**src/sv/mbs_pkg.sv**
```systemverilog
// Shared types, widths and codes of the mesh bounding sphere unit.
package mbs_pkg;

    localparam int COORD_W         = 16;
    localparam int RADIUS_W        = 15;
    localparam int CFG_IDX_W       = 2;
    localparam int DIST_W          = 16;   // |vertex - anchor| per axis
    localparam int SQ_W            = 2 * DIST_W;
    localparam int HALF_W          = 15;   // truncated half-extent
    localparam int HSQ_W           = 2 * HALF_W;
    localparam int FAR_W           = SQ_W + 2;
    localparam int HSUM_W          = HSQ_W + 2;
    localparam int RAD_W           = 36;   // radicand, even width
    localparam int ROOT_W          = RAD_W / 2;
    localparam int REM_W           = ROOT_W + 3;
    localparam int ITER_W          = $clog2(ROOT_W);
    localparam int QUEUE_DEPTH_DEF = 2;

    typedef logic signed [COORD_W-1:0] coord_t;

    localparam coord_t COORD_MAX = coord_t'(16'sh7FFF);
    localparam coord_t COORD_MIN = coord_t'(16'sh8000);

    // Configuration register indexes
    localparam logic [CFG_IDX_W-1:0] REG_ANCHOR_EN = 2'd0;
    localparam logic [CFG_IDX_W-1:0] REG_ANCHOR_X  = 2'd1;
    localparam logic [CFG_IDX_W-1:0] REG_ANCHOR_Y  = 2'd2;
    localparam logic [CFG_IDX_W-1:0] REG_ANCHOR_Z  = 2'd3;

    typedef struct packed {
        logic   anchor_en;
        coord_t anchor_x;
        coord_t anchor_y;
        coord_t anchor_z;
    } cfg_t;

    // One finished object waiting for its square root
    typedef struct packed {
        coord_t           center_x;
        coord_t           center_y;
        coord_t           center_z;
        logic [RAD_W-1:0] radicand;
    } job_t;

    typedef enum logic [1:0] {
        SQ_IDLE,
        SQ_CALC,
        SQ_HOLD
    } sqrt_state_t;

endpackage

```
**src/sv/mbs_front.sv**
```systemverilog
// Front part: vertex accumulation (min/max and farthest distance) and job build.
module mbs_front #(
    parameter int DEPTH = mbs_pkg::QUEUE_DEPTH_DEF
) (
    input  logic                          clk,
    input  logic                          rst_n,
    input  logic                          push_acc,
    input  logic signed [mbs_pkg::COORD_W-1:0] vert_x,
    input  logic signed [mbs_pkg::COORD_W-1:0] vert_y,
    input  logic signed [mbs_pkg::COORD_W-1:0] vert_z,
    input  logic                          last_vertex,
    input  mbs_pkg::cfg_t                 cfg,
    input  logic                          job_pop,
    output logic                          full,
    output logic                          job_push,
    output mbs_pkg::job_t                 job
);
    import mbs_pkg::*;

    localparam int CNT_W = $clog2(DEPTH + 1);

    coord_t vin [3];
    coord_t anc [3];

    // Running accumulators
    coord_t           min_reg [3];
    coord_t           max_reg [3];
    logic [FAR_W-1:0] far_reg;
    logic [CNT_W-1:0] pend_reg;

    // Stage A
    logic              a_vld_reg;
    logic              a_last_reg;
    logic              a_en_reg;
    logic [DIST_W-1:0] a_dist_reg [3];
    coord_t            a_min_reg  [3];
    coord_t            a_max_reg  [3];
    coord_t            a_anc_reg  [3];

    // Stage B
    logic              b_vld_reg;
    logic              b_last_reg;
    logic              b_en_reg;
    logic [SQ_W-1:0]   b_sq_reg   [3];
    logic [HSQ_W-1:0]  b_hsq_reg  [3];
    coord_t            b_ctr_reg  [3];

    logic [FAR_W-1:0]  sum_sq;
    logic [FAR_W-1:0]  far_next;
    logic [HSUM_W-1:0] sum_hsq;

    assign vin[0] = vert_x;
    assign vin[1] = vert_y;
    assign vin[2] = vert_z;
    assign anc[0] = cfg.anchor_x;
    assign anc[1] = cfg.anchor_y;
    assign anc[2] = cfg.anchor_z;

    // Track outstanding objects so the job queue never overflows
    always_ff @(posedge clk or negedge rst_n)
    begin
        if (!rst_n)
        begin
            pend_reg <= '0;
        end
        else
        begin
            pend_reg <= pend_reg + CNT_W'(push_acc && last_vertex) - CNT_W'(job_pop);
        end
    end

    assign full = (pend_reg == CNT_W'(DEPTH));

    // Stage A and stage B valid flags
    always_ff @(posedge clk or negedge rst_n)
    begin
        if (!rst_n)
        begin
            a_vld_reg <= 1'b0;
            b_vld_reg <= 1'b0;
        end
        else
        begin
            a_vld_reg <= push_acc;
            b_vld_reg <= a_vld_reg;
        end
    end

    for (genvar i = 0; i < 3; i++)
    begin : g_axis
        logic signed [COORD_W:0] diff;
        logic [COORD_W:0]        dmag;
        coord_t                  nmin;
        coord_t                  nmax;
        logic signed [COORD_W:0] ext;
        logic signed [COORD_W:0] mid;
        logic [HALF_W-1:0]       half;

        // Absolute distance to the anchor and updated extremes
        assign diff = {vin[i][COORD_W-1], vin[i]} - {anc[i][COORD_W-1], anc[i]};
        assign dmag = diff[COORD_W] ? (~diff + 1'b1) : diff;
        assign nmin = (vin[i] < min_reg[i]) ? vin[i] : min_reg[i];
        assign nmax = (vin[i] > max_reg[i]) ? vin[i] : max_reg[i];

        // Update extremes; restart them after the last vertex
        always_ff @(posedge clk or negedge rst_n)
        begin
            if (!rst_n)
            begin
                min_reg[i] <= COORD_MAX;
                max_reg[i] <= COORD_MIN;
            end
            else if (push_acc)
            begin
                min_reg[i] <= last_vertex ? COORD_MAX : nmin;
                max_reg[i] <= last_vertex ? COORD_MIN : nmax;
            end
        end

        // Capture stage A payload
        always_ff @(posedge clk)
        begin
            if (push_acc)
            begin
                a_dist_reg[i] <= dmag[DIST_W-1:0];
                a_min_reg[i]  <= nmin;
                a_max_reg[i]  <= nmax;
                a_anc_reg[i]  <= anc[i];
            end
        end

        // Midpoint truncated toward zero, half-extent truncated
        assign ext  = {a_max_reg[i][COORD_W-1], a_max_reg[i]}
                    - {a_min_reg[i][COORD_W-1], a_min_reg[i]};
        assign mid  = {a_max_reg[i][COORD_W-1], a_max_reg[i]}
                    + {a_min_reg[i][COORD_W-1], a_min_reg[i]}
                    + {{COORD_W{1'b0}}, (a_max_reg[i][COORD_W-1] ^ ~a_min_reg[i][COORD_W-1])
                       ? 1'b0 : 1'b0};
        assign half = ext[HALF_W:1];

        // Squares and centers into stage B
        always_ff @(posedge clk)
        begin
            if (a_vld_reg)
            begin
                b_sq_reg[i]  <= SQ_W'(a_dist_reg[i]) * SQ_W'(a_dist_reg[i]);
                b_hsq_reg[i] <= HSQ_W'(half) * HSQ_W'(half);
                b_ctr_reg[i] <= a_en_reg ? a_anc_reg[i]
                                         : coord_t'((mid + {{COORD_W{1'b0}}, mid[COORD_W]})
                                                    >>> 1);
            end
        end
    end

    // Capture per-item flags
    always_ff @(posedge clk)
    begin
        if (push_acc)
        begin
            a_last_reg <= last_vertex;
            a_en_reg   <= cfg.anchor_en;
        end
        if (a_vld_reg)
        begin
            b_last_reg <= a_last_reg;
            b_en_reg   <= a_en_reg;
        end
    end

    // Sum squared distances and keep the largest
    assign sum_sq   = FAR_W'(b_sq_reg[0]) + FAR_W'(b_sq_reg[1]) + FAR_W'(b_sq_reg[2]);
    assign sum_hsq  = HSUM_W'(b_hsq_reg[0]) + HSUM_W'(b_hsq_reg[1]) + HSUM_W'(b_hsq_reg[2]);
    assign far_next = (sum_sq > far_reg) ? sum_sq : far_reg;

    always_ff @(posedge clk or negedge rst_n)
    begin
        if (!rst_n)
        begin
            far_reg <= '0;
        end
        else if (b_vld_reg)
        begin
            far_reg <= b_last_reg ? '0 : far_next;
        end
    end

    // Issue one job per object
    assign job_push     = b_vld_reg && b_last_reg;
    assign job.center_x = b_ctr_reg[0];
    assign job.center_y = b_ctr_reg[1];
    assign job.center_z = b_ctr_reg[2];
    assign job.radicand = b_en_reg ? RAD_W'(far_next) : RAD_W'(sum_hsq);

endmodule

```
**src/sv/mbs_job_queue.sv**
```systemverilog
// Short job queue between the accumulation front and the square root back.
module mbs_job_queue #(
    parameter int DEPTH = mbs_pkg::QUEUE_DEPTH_DEF
) (
    input  logic          clk,
    input  logic          rst_n,
    input  logic          wr_en,
    input  mbs_pkg::job_t wr_job,
    input  logic          rd_en,
    output mbs_pkg::job_t rd_job,
    output logic          empty
);
    import mbs_pkg::*;

    localparam int PTR_W = (DEPTH > 1) ? $clog2(DEPTH) : 1;
    localparam int CNT_W = $clog2(DEPTH + 1);

    job_t             slot_reg [DEPTH];
    logic [PTR_W-1:0] wr_ptr_reg;
    logic [PTR_W-1:0] rd_ptr_reg;
    logic [CNT_W-1:0] cnt_reg;

    // Advance pointers and count
    always_ff @(posedge clk or negedge rst_n)
    begin
        if (!rst_n)
        begin
            wr_ptr_reg <= '0;
            rd_ptr_reg <= '0;
            cnt_reg    <= '0;
        end
        else
        begin
            if (wr_en)
            begin
                wr_ptr_reg <= (wr_ptr_reg == PTR_W'(DEPTH - 1)) ? '0 : wr_ptr_reg + 1'b1;
            end
            if (rd_en)
            begin
                rd_ptr_reg <= (rd_ptr_reg == PTR_W'(DEPTH - 1)) ? '0 : rd_ptr_reg + 1'b1;
            end
            cnt_reg <= cnt_reg + CNT_W'(wr_en) - CNT_W'(rd_en);
        end
    end

    // Store the request
    always_ff @(posedge clk)
    begin
        if (wr_en)
        begin
            slot_reg[wr_ptr_reg] <= wr_job;
        end
    end

    assign rd_job = slot_reg[rd_ptr_reg];
    assign empty  = (cnt_reg == '0);

endmodule

```
**src/sv/mbs_sqrt_back.sv**
```systemverilog
// Back part: bit-serial floor square root, radius clipping and result register.
module mbs_sqrt_back (
    input  logic                                clk,
    input  logic                                rst_n,
    input  logic                                q_empty,
    input  mbs_pkg::job_t                       q_job,
    output logic                                q_pop,
    input  logic                                pop,
    output logic                                empty,
    output logic signed [mbs_pkg::COORD_W-1:0]  center_x,
    output logic signed [mbs_pkg::COORD_W-1:0]  center_y,
    output logic signed [mbs_pkg::COORD_W-1:0]  center_z,
    output logic [mbs_pkg::RADIUS_W-1:0]        sphere_radius,
    output logic                                radius_clipped
);
    import mbs_pkg::*;

    sqrt_state_t       st_reg,   st_next;
    logic [ITER_W-1:0] iter_reg, iter_next;
    logic [RAD_W-1:0]  rad_reg,  rad_next;
    logic [REM_W-1:0]  rem_reg,  rem_next;
    logic [ROOT_W-1:0] root_reg, root_next;
    coord_t            cx_reg, cx_next, cy_reg, cy_next, cz_reg, cz_next;

    logic              ovld_reg, ovld_next;
    coord_t            ox_reg, ox_next, oy_reg, oy_next, oz_reg, oz_next;
    logic [RADIUS_W-1:0] orad_reg, orad_next;
    logic              oclip_reg, oclip_next;

    logic [REM_W-1:0]  rem_sh;
    logic [REM_W-1:0]  trial;
    logic              out_free;
    logic              clip;

    assign rem_sh   = {rem_reg[REM_W-3:0], rad_reg[RAD_W-1 -: 2]};
    assign trial    = REM_W'({root_reg, 2'b01});
    assign out_free = !ovld_reg || pop;
    assign clip     = (root_reg[ROOT_W-1:RADIUS_W] != '0);

    // Hold control state
    always_ff @(posedge clk or negedge rst_n)
    begin
        if (!rst_n)
        begin
            st_reg   <= SQ_IDLE;
            ovld_reg <= 1'b0;
        end
        else
        begin
            st_reg   <= st_next;
            ovld_reg <= ovld_next;
        end
    end

    // Hold datapath registers
    always_ff @(posedge clk)
    begin
        iter_reg  <= iter_next;
        rad_reg   <= rad_next;
        rem_reg   <= rem_next;
        root_reg  <= root_next;
        cx_reg    <= cx_next;
        cy_reg    <= cy_next;
        cz_reg    <= cz_next;
        ox_reg    <= ox_next;
        oy_reg    <= oy_next;
        oz_reg    <= oz_next;
        orad_reg  <= orad_next;
        oclip_reg <= oclip_next;
    end

    // Load a job, resolve one root digit per cycle, then hand off the result
    always_comb
    begin
        st_next    = st_reg;
        iter_next  = iter_reg;
        rad_next   = rad_reg;
        rem_next   = rem_reg;
        root_next  = root_reg;
        cx_next    = cx_reg;
        cy_next    = cy_reg;
        cz_next    = cz_reg;
        ovld_next  = ovld_reg && !pop;
        ox_next    = ox_reg;
        oy_next    = oy_reg;
        oz_next    = oz_reg;
        orad_next  = orad_reg;
        oclip_next = oclip_reg;
        q_pop      = 1'b0;

        case (st_reg)
            SQ_IDLE:
            begin
                if (!q_empty)
                begin
                    q_pop     = 1'b1;
                    rad_next  = q_job.radicand;
                    cx_next   = q_job.center_x;
                    cy_next   = q_job.center_y;
                    cz_next   = q_job.center_z;
                    rem_next  = '0;
                    root_next = '0;
                    iter_next = '0;
                    st_next   = SQ_CALC;
                end
            end
            SQ_CALC:
            begin
                rad_next = {rad_reg[RAD_W-3:0], 2'b00};
                if (rem_sh >= trial)
                begin
                    rem_next  = rem_sh - trial;
                    root_next = {root_reg[ROOT_W-2:0], 1'b1};
                end
                else
                begin
                    rem_next  = rem_sh;
                    root_next = {root_reg[ROOT_W-2:0], 1'b0};
                end
                iter_next = iter_reg + 1'b1;
                if (iter_reg == ITER_W'(ROOT_W - 1))
                begin
                    st_next = SQ_HOLD;
                end
            end
            SQ_HOLD:
            begin
                if (out_free)
                begin
                    ovld_next  = 1'b1;
                    ox_next    = cx_reg;
                    oy_next    = cy_reg;
                    oz_next    = cz_reg;
                    orad_next  = clip ? {RADIUS_W{1'b1}} : root_reg[RADIUS_W-1:0];
                    oclip_next = clip;
                    st_next    = SQ_IDLE;
                end
            end
            default:
            begin
                st_next = SQ_IDLE;
            end
        endcase
    end

    assign empty          = !ovld_reg;
    assign center_x       = ox_reg;
    assign center_y       = oy_reg;
    assign center_z       = oz_reg;
    assign sphere_radius  = orad_reg;
    assign radius_clipped = oclip_reg;

endmodule

```
**src/sv/mesh_bounding_sphere_unit.sv**
```systemverilog
// Top level of the mesh bounding sphere unit: config registers and part wiring.
//
//  channel   direction  handshake             payload
//  vertex    in         push / full           vert_x, vert_y, vert_z, last_vertex
//  result    out        empty / pop           center_x/y/z, sphere_radius, radius_clipped
//  config    in         cfg_valid / cfg_ready cfg_index, cfg_data
//
// Vertices are taken one per cycle; full rises only when QDEPTH objects are pending.
// An object passes front stages A and B and the job queue, then the square root
// unit, which loads the request, resolves one root bit per cycle and registers the
// result, one object at a time. Reset clears all accumulators and config.
// A held result stalls the root unit; the front keeps taking vertices until QDEPTH
// objects wait for the root unit.
module mesh_bounding_sphere_unit #(
    parameter int QDEPTH = mbs_pkg::QUEUE_DEPTH_DEF
) (
    input  logic                                 clk,
    input  logic                                 rst_n,
    input  logic                                 push,
    output logic                                 full,
    input  logic signed [mbs_pkg::COORD_W-1:0]   vert_x,
    input  logic signed [mbs_pkg::COORD_W-1:0]   vert_y,
    input  logic signed [mbs_pkg::COORD_W-1:0]   vert_z,
    input  logic                                 last_vertex,
    output logic                                 empty,
    input  logic                                 pop,
    output logic signed [mbs_pkg::COORD_W-1:0]   center_x,
    output logic signed [mbs_pkg::COORD_W-1:0]   center_y,
    output logic signed [mbs_pkg::COORD_W-1:0]   center_z,
    output logic [mbs_pkg::RADIUS_W-1:0]         sphere_radius,
    output logic                                 radius_clipped,
    input  logic                                 cfg_valid,
    output logic                                 cfg_ready,
    input  logic [mbs_pkg::CFG_IDX_W-1:0]        cfg_index,
    input  logic [mbs_pkg::COORD_W-1:0]          cfg_data
);
    import mbs_pkg::*;

    cfg_t cfg_reg;
    logic push_acc;
    logic job_push;
    job_t job_in;
    job_t job_head;
    logic q_empty;
    logic q_pop;

    assign cfg_ready = 1'b1;
    assign push_acc  = push && !full;

    // Write config registers on each request
    always_ff @(posedge clk or negedge rst_n)
    begin
        if (!rst_n)
        begin
            cfg_reg <= '0;
        end
        else if (cfg_valid)
        begin
            case (cfg_index)
                REG_ANCHOR_EN: cfg_reg.anchor_en <= cfg_data[0];
                REG_ANCHOR_X:  cfg_reg.anchor_x  <= coord_t'(cfg_data);
                REG_ANCHOR_Y:  cfg_reg.anchor_y  <= coord_t'(cfg_data);
                REG_ANCHOR_Z:  cfg_reg.anchor_z  <= coord_t'(cfg_data);
                default:       cfg_reg           <= cfg_reg;
            endcase
        end
    end

    mbs_front #(
        .DEPTH (QDEPTH)
    ) u_front (
        .clk         (clk),
        .rst_n       (rst_n),
        .push_acc    (push_acc),
        .vert_x      (vert_x),
        .vert_y      (vert_y),
        .vert_z      (vert_z),
        .last_vertex (last_vertex),
        .cfg         (cfg_reg),
        .job_pop     (q_pop),
        .full        (full),
        .job_push    (job_push),
        .job         (job_in)
    );

    mbs_job_queue #(
        .DEPTH (QDEPTH)
    ) u_queue (
        .clk    (clk),
        .rst_n  (rst_n),
        .wr_en  (job_push),
        .wr_job (job_in),
        .rd_en  (q_pop),
        .rd_job (job_head),
        .empty  (q_empty)
    );

    mbs_sqrt_back u_back (
        .clk            (clk),
        .rst_n          (rst_n),
        .q_empty        (q_empty),
        .q_job          (job_head),
        .q_pop          (q_pop),
        .pop            (pop),
        .empty          (empty),
        .center_x       (center_x),
        .center_y       (center_y),
        .center_z       (center_z),
        .sphere_radius  (sphere_radius),
        .radius_clipped (radius_clipped)
    );

endmodule
```
**config.mk**
```make
export PLATFORM = sky130hd
export DESIGN_NAME = mesh_bounding_sphere_unit
export DESIGN_NICKNAME = d
export VERILOG_FILES = /design/src/sv/mbs_pkg.sv /design/src/sv/mbs_front.sv /design/src/sv/mbs_job_queue.sv /design/src/sv/mbs_sqrt_back.sv /design/src/sv/mesh_bounding_sphere_unit.sv
export SDC_FILE = /design/constraint.sdc
export NUM_CORES = 2
export LEC_CHECK = 0
export ABC_AREA = 1
export BUFFER_PORTS_ARGS = -buffer_cell sky130_fd_sc_hd__buf_2
export CORE_MARGIN = 2
export CORE_UTILIZATION = 35
export DETAILED_ROUTE_END_ITERATION = 16
export PLACE_DENSITY_LB_ADDON = 0.12
export SETUP_SLACK_MARGIN = 0.1
export SLEW_MARGIN = 25
export SYNTH_ARGS = -nofsm -noshare
export SYNTH_HDL_FRONTEND = slang
export SYNTH_SLANG_ARGS = --single-unit
```
**constraint.sdc**
```tcl
create_clock -name clk -period 18.44 [get_ports clk]
set_input_delay 2.766 -clock clk [delete_from_list [all_inputs] [get_ports clk]]
set_output_delay 2.766 -clock clk [all_outputs]
set_load 0.01 [all_outputs]
```
# Yosys cells after proc, flatten, opt, wreduce, memory -nomap -nowiden
# Memory sizes are Yosys's and may differ from the RTL's.
# Index checks and enable logic that the tools add are counted.
word_totals:
  ramBits: 590
  n_memories: 8
  register_bits: 384
  out_inout_bits: 67
classes:
  muxes: 47
  mul: 6
  bitwise_logic: 4
  reduce_logical: 21
  eq_ne: 10
  order_cmp: 8
  n_addsub: 27
mem_list:
  columns: ["name", "depth", "word_bits", "read_ports", "rd_clocked_by_memory_dff", "write_ports", "line_no", "text"]
  rows:
  - ["u_queue.slot_reg", 2, 82, 1, 0, 1, "mbs_job_queue.sv:18", "job_t slot_reg [DEPTH];"]
  - ["u_front.b_sq_reg", 3, 32, 3, 0, 3, "mbs_front.sv:44", "logic [SQ_W-1:0] b_sq_reg [3];"]
  - ["u_front.b_hsq_reg", 3, 30, 3, 0, 3, "mbs_front.sv:45", "logic [HSQ_W-1:0] b_hsq_reg [3];"]
  - ["u_front.a_anc_reg", 3, 16, 3, 0, 3, "mbs_front.sv:38", "coord_t a_anc_reg [3];"]
  - ["u_front.a_dist_reg", 3, 16, 3, 0, 3, "mbs_front.sv:35", "logic [DIST_W-1:0] a_dist_reg [3];"]
  - ["u_front.a_max_reg", 3, 16, 3, 0, 3, "mbs_front.sv:37", "coord_t a_max_reg [3];"]
  - ["2 more memories", null, null, null, null, null, null, null]
ops:
  columns: ["op", "count"]
  rows:
  - ["$mux 16", 18]
  - ["$mux 34", 3]
  - ["$mul 16x16->32", 3]
  - ["$mul 15x15->30", 3]
  - ["$pmux 36 s2", 1]
  - ["$add 16x16->17", 3]
  - ["$add 17x1->17", 3]
  - ["$sub 16x16->17", 3]
  - ["$add 16x1->16 const B", 3]
  - ["$gt 16x16->1", 3]
  - ["$lt 16x16->1", 3]
  - ["$not 16->16", 3]
  - ["$sub 16x16->16", 3]
  - ["$mux 19", 2]
  - ["$pmux 19 s2", 1]
  - ["$mux 36", 1]
  - ["$pmux 18 s2", 1]
  - ["$add 34x32->34", 1]
  - ["$gt 34x34->1", 1]
  - ["$add 32x32->33", 1]
  - ["$add 32x30->32", 1]
  - ["$add 30x30->31", 1]
  - ["$ge 21x20->1", 1]
  - ["$sub 19x19->19", 1]
  - ["other kinds (24)", 59]

# Logic depth before layout (Yosys ltp)
depth:
  word_depth: 6
  mapped_depth: 39
  ltp_nobuf: 38

# Modules after synthesis
# From an unflattened synthesis, not the netlist that was laid out.
hier_totals:
  hier_cells: 11333
  hier_area_um2: 97160.7
by_module_without_submodules:
  columns: ["module", "instances", "seq_area_each_um2", "area_per_inst_um2", "cells_each"]
  rows:
  - ["mbs_front", 1, 16145.5, 80213.2, 9923]
  - ["mbs_sqrt_back", 1, 5780.5, 8214.1, 721]
  - ["mbs_job_queue", 1, 5144.9, 6575.1, 463]
  - ["mesh_bounding_sphere_unit", 1, 1226.2, 2158.3, 226]

# Least setup slack after synthesis
# No wires, ideal clock.
synth_path:
  path_type: "input to register"
  startpoint: "input port push"
  endpoint: "register u_front.a_vld_reg"
  t_arrival_ps: 8510
  setup_slack_ps: 9213
  path_stages: 3
  required_ps: 17723
  cell_sequence: "o21ai_1 -> clkinv_1 -> clkbuf_1"
synth_between:
  elab_chain_cells: 1
synth_rtl:
  columns: ["element", "line_no", "text"]
  rows:
  - ["start, declared", "mesh_bounding_sphere_unit.sv:19", "input logic push,"]
  - ["$logic_and 1x1->1", "mesh_bounding_sphere_unit.sv:48", "assign push_acc = push && !full;"]
  - ["net push_acc", "mesh_bounding_sphere_unit.sv:40", "logic push_acc;"]
  - ["end signal, assigned", "mbs_front.sv:84", "a_vld_reg <= push_acc;"]
  - ["end, declared", "mbs_front.sv:32", "logic a_vld_reg;"]
# The timed path passes the listed nets, and every way through them passes these cells.
# A chain may end at the register's enable or synchronous reset.

==> summary.md <==
| Metric | Value |
|---|---|
| Vias in the first global route | `76000` |
| Lkg Pwr | `53.4 nW` |
| Max_slew headroom | `30.6%` |
| Final Hold Vio Count | `0` |
| Io pins | `139` |
| Setup TNS Final | `0 ns` |
| Clock Latency Late Sink | `0.79 ns` |
| Slew Viols, Final | `0` |
| Fin util | `38.4%` |
| Critical Path RT | `18.91 ns` |
| First-pass GRT wire length | `455000 µm` |
| Crit path capture type | `flip-flop` |
| Ys flop type | `edfxtp_1` |
| Routability cong. | `0.907` |
| Clock sinks | `968` |
| Vias per inst | `4.83` |
| H-tree levels | `3` |
| Initial antenna violation count | `11` |
| Deepest clock path buffer count | `3` |
| Routed WL per cell | `19.0 µm` |
| DRC Markers | `0` |
| # Post-CTS Setup Buffers | `0` |
| RSZ-0062 raised after global routing | `false` |
| Yosys cell types | `68` |
| Cells taking the most area after synthesis | `edfxtp_1, fa_1, ha_1` |
| Hold/Removal Path Class | `flip-flop to flip-flop` |
| Worst path max stage delay | `0.58 ns` |
| Root Buffer | `clkbuf_16` |
| Die ar. | `283000 µm²` |
| Vias | `74500` |
| Synthesized area per cell | `8.44 µm²` |
| TritonCTS clock tree | `done` |
| Die Ht | `532 µm` |
| Asr flop ratio synth | `19.6%` |
| Reg clk slew, reported paths | `0.07 ns` |
| Initial Util | `35.2%` |
| Post-cts resize count | `0` |
| Synth Net Count | `13500` |
| Pwr Density | `49.6 nW/µm²` |
| Final Power | `5.26 mW` |
| PortBufs | `137` |
| Post-synthesis sequential area ratio | `28.9%` |
| Max reg flops | `164` |
| Syn Inst Count | `11500` |
| F_max | `125 MHz` |
| Post-DP HPWL | `240000 µm` |
| GRT Overall Usage | `20.8%` |
| Total of fill cells in the finished design | `28500` |
| Area leader, netlist | `edfxtp_1` |
| Largest net degree at the start of global routing | `121` |
| CP Max Fanout | `11` |
| Worst-margin pin slew | `1.04 ns` |
| Top cell by count, worst path | `nand2_1` |
| Total routed wirelength | `293000 µm` |
| 1st-pass router iterations | `7` |
| Max-cap violations | `0` |
| Final Setup Violations | `0` |
| Critical path launch point type | `flip-flop` |
| Status | `complete, no violations` |
| Antenna Nets Post-Route | `0` |
| CP max stage cell | `fa_1` |
| Fin crit share | `43.5%` |
| Layout area overhead | `9.05%` |
| Core Box Area | `277000 µm²` |
| Synth warn | `0` |
| DRT iter0 DRCs | `5237` |
| Final Skew | `0.101 ns` |
| Setup Crit Path Kind | `flip-flop to flip-flop` |
| Synth Register Bits | `968` |
| Post-synth top area share | `24.0%` |
| Layout Nets | `13600` |
| Number of enable flip-flop cells after synthesis | `778` |
| Cts hold-fix bufs | `0` |
| Layout cells sized above 1 | `4.93%` |
| Arrival @ worst endpoint | `8.49 ns` |
| Global route total overflow | `0` |
| Crit path time final | `8.02 ns` |
| Mapped Area | `97400 µm²` |
| Max IR drop VDD | `0.0878 mV` |
| TritonCTS Buffers | `112` |
| Rows | `193` |
| Die extent in x | `532 µm` |
[per-layer routing]
| layer | global-route usage, % | up-vias | share of wire, % |
|---|---|---|---|
| met3 | 1.71 | 278 | 3.9 |
| met4 | 5.02 | 0 | 2.5 |
| met5 | 0 | - | 0 |
| met1 | 30.1 | 36300 | 48 |
| li1 | - | 36400 | - |
| met2 | 33.4 | 1492 | 45 |
[cell families (layout without fill, tap and decap cells)]
kind of cell / Yosys count / count (layout) / synth area share [%]
buf+inv: 2721 / 2892 / 10.6
flops: 968 / 968 / 28.9
fa+ha+maj: 1900 / 1900 / 31.4
other cells: 1 / 4 / 0.00385
simple gates: 4307 / 4307 / 18.2
compound gates: 1243 / 1243 / 7.06
xor+xnor: 404 / 404 / 3.78
[critical path, delay by kind of cell (launching register included)]
family | cells | cell delay (ns)
DFF | 1 | 0.39
buffers and inverters | 6 | 0.55
adders and majority gates | 9 | 3.94
and+or+nand+nor | 11 | 1.24
xor gates and xnor gates | 1 | 0.08
AOI/OAI and AO/OA | 6 | 1.46
[path summary, 6_finish.rpt]
kind	slack (ns)	depth (start not counted)	startpoint	to
max	10.42	33	u_front.a_max_reg[0][32]	u_front.b_hsq_reg[0][82]
min	0.41	0	u_back.cx_reg[15]	u_back.center_x[15]
max reg2reg	10.42	33	u_front.a_max_reg[0][32]	u_front.b_hsq_reg[0][82]
min reg2reg	0.41	0	u_back.cx_reg[15]	u_back.center_x[15]
max in group asynchronous	14.90	2	rst_n	u_queue.rd_ptr_reg
min in group asynchronous	1.98	1	rst_n	u_front.max_reg[14]
[Yosys cell counts, types with 5 or more instances]
cell type  instances
and2_1            23
dfstp_2           48
nor3_1            84
o21ai_0          376
xor2_1           253
xor2_2            12
clkbuf_1         185
nand2_2           22
a21boi_0          19
nand4_1          105
nand3_1          535
o21a_1            30
a221oi_1           5
clkinv_1          10
nor2_2            11
nand2_1         2679
or2_2             24
inv_1           2448
a21oi_2            5
nand3b_1          46
nor4_1            18
buf_4             12
o31ai_1           10
a31oi_1           40
fa_1             908
a21o_1            42
buf_2             30
inv_2             25
o21ai_1           13
o21bai_1          55
nor2_1           742
a21oi_1          601
xnor2_1          136
a211oi_1           8
o211ai_1          15
o2111ai_1          6
dfrtp_1          142
buf_1              6
ha_1             992
edfxtp_1         778
[area by class of cell]
| cell class | count | area (µm²) | share of cell area (%) |
|---|---|---|---|
| Antenna cell | 3 | 7.51 | 0.00707 |
| Sequential cell | 968 | 28200 | 26.5 |
| Tap cell | 3705 | 4640 | 4.36 |
| Clock inverter | 74 | 852 | 0.802 |
| Clock buffer | 139 | 3040 | 2.86 |
| Inverter | 2484 | 9340 | 8.79 |
| Timing Repair Buffer | 195 | 1170 | 1.10 |
| Multi-Input combinational cell | 7855 | 59000 | 55.5 |
[cells in the final DEF, fill, tap and decap left out, drive strengths merged, types with 10 or more instances in the layout]
| master | netlist | final |
|---|---|---|
| nand4 | 105 | 105 |
| o31ai | 10 | 10 |
| nand3b | 47 | 47 |
| o21a | 30 | 30 |
| a21oi | 608 | 608 |
| o21ai | 394 | 394 |
| nor3 | 84 | 84 |
| clkinv | 10 | 50 |
| a21o | 42 | 42 |
| nand3 | 539 | 539 |
| xnor2 | 136 | 136 |
| inv | 2474 | 2486 |
| nor4 | 18 | 18 |
| dfrtp | 142 | 142 |
| edfxtp | 778 | 778 |
| nor2 | 756 | 756 |
| dfstp | 48 | 48 |
| o211ai | 15 | 15 |
| a31oi | 41 | 41 |
| a21boi | 23 | 23 |
| clkinvlp | 0 | 11 |
| clkbuf | 188 | 139 |
| buf | 49 | 195 |
| bufinv | 0 | 11 |
| and2 | 24 | 24 |
| xor2 | 268 | 268 |
| ha | 992 | 992 |
| fa | 908 | 908 |
| o21bai | 55 | 55 |
| or2 | 27 | 27 |
| nand2 | 2704 | 2704 |
[metrics by stage]
stage	cell area, µm²	setup slack [ns]	instances	hold WS, ns
5_1_grt	106000	9.93	15400	0.427
3_5_place_dp	102000	10.46	15200	0.405
3_3_place_gp	102000	10.45	15200	0.405
4_1_cts	106000	10.39	15400	0.411
2_1_floorplan	97400	9.21	11500	0.400
6_report	106000	10.42	15400	0.409
[power by group]
| part | switching [mW] | internal, mW | leakage (nW) |
|---|---|---|---|
| Clock | 1.00 | 1.34 | 1.88 |
| Combinational | 0.360 | 0.153 | 42.3 |
| Sequential | 0.0278 | 2.38 | 9.15 |
Power figures use the tool's default switching activity.
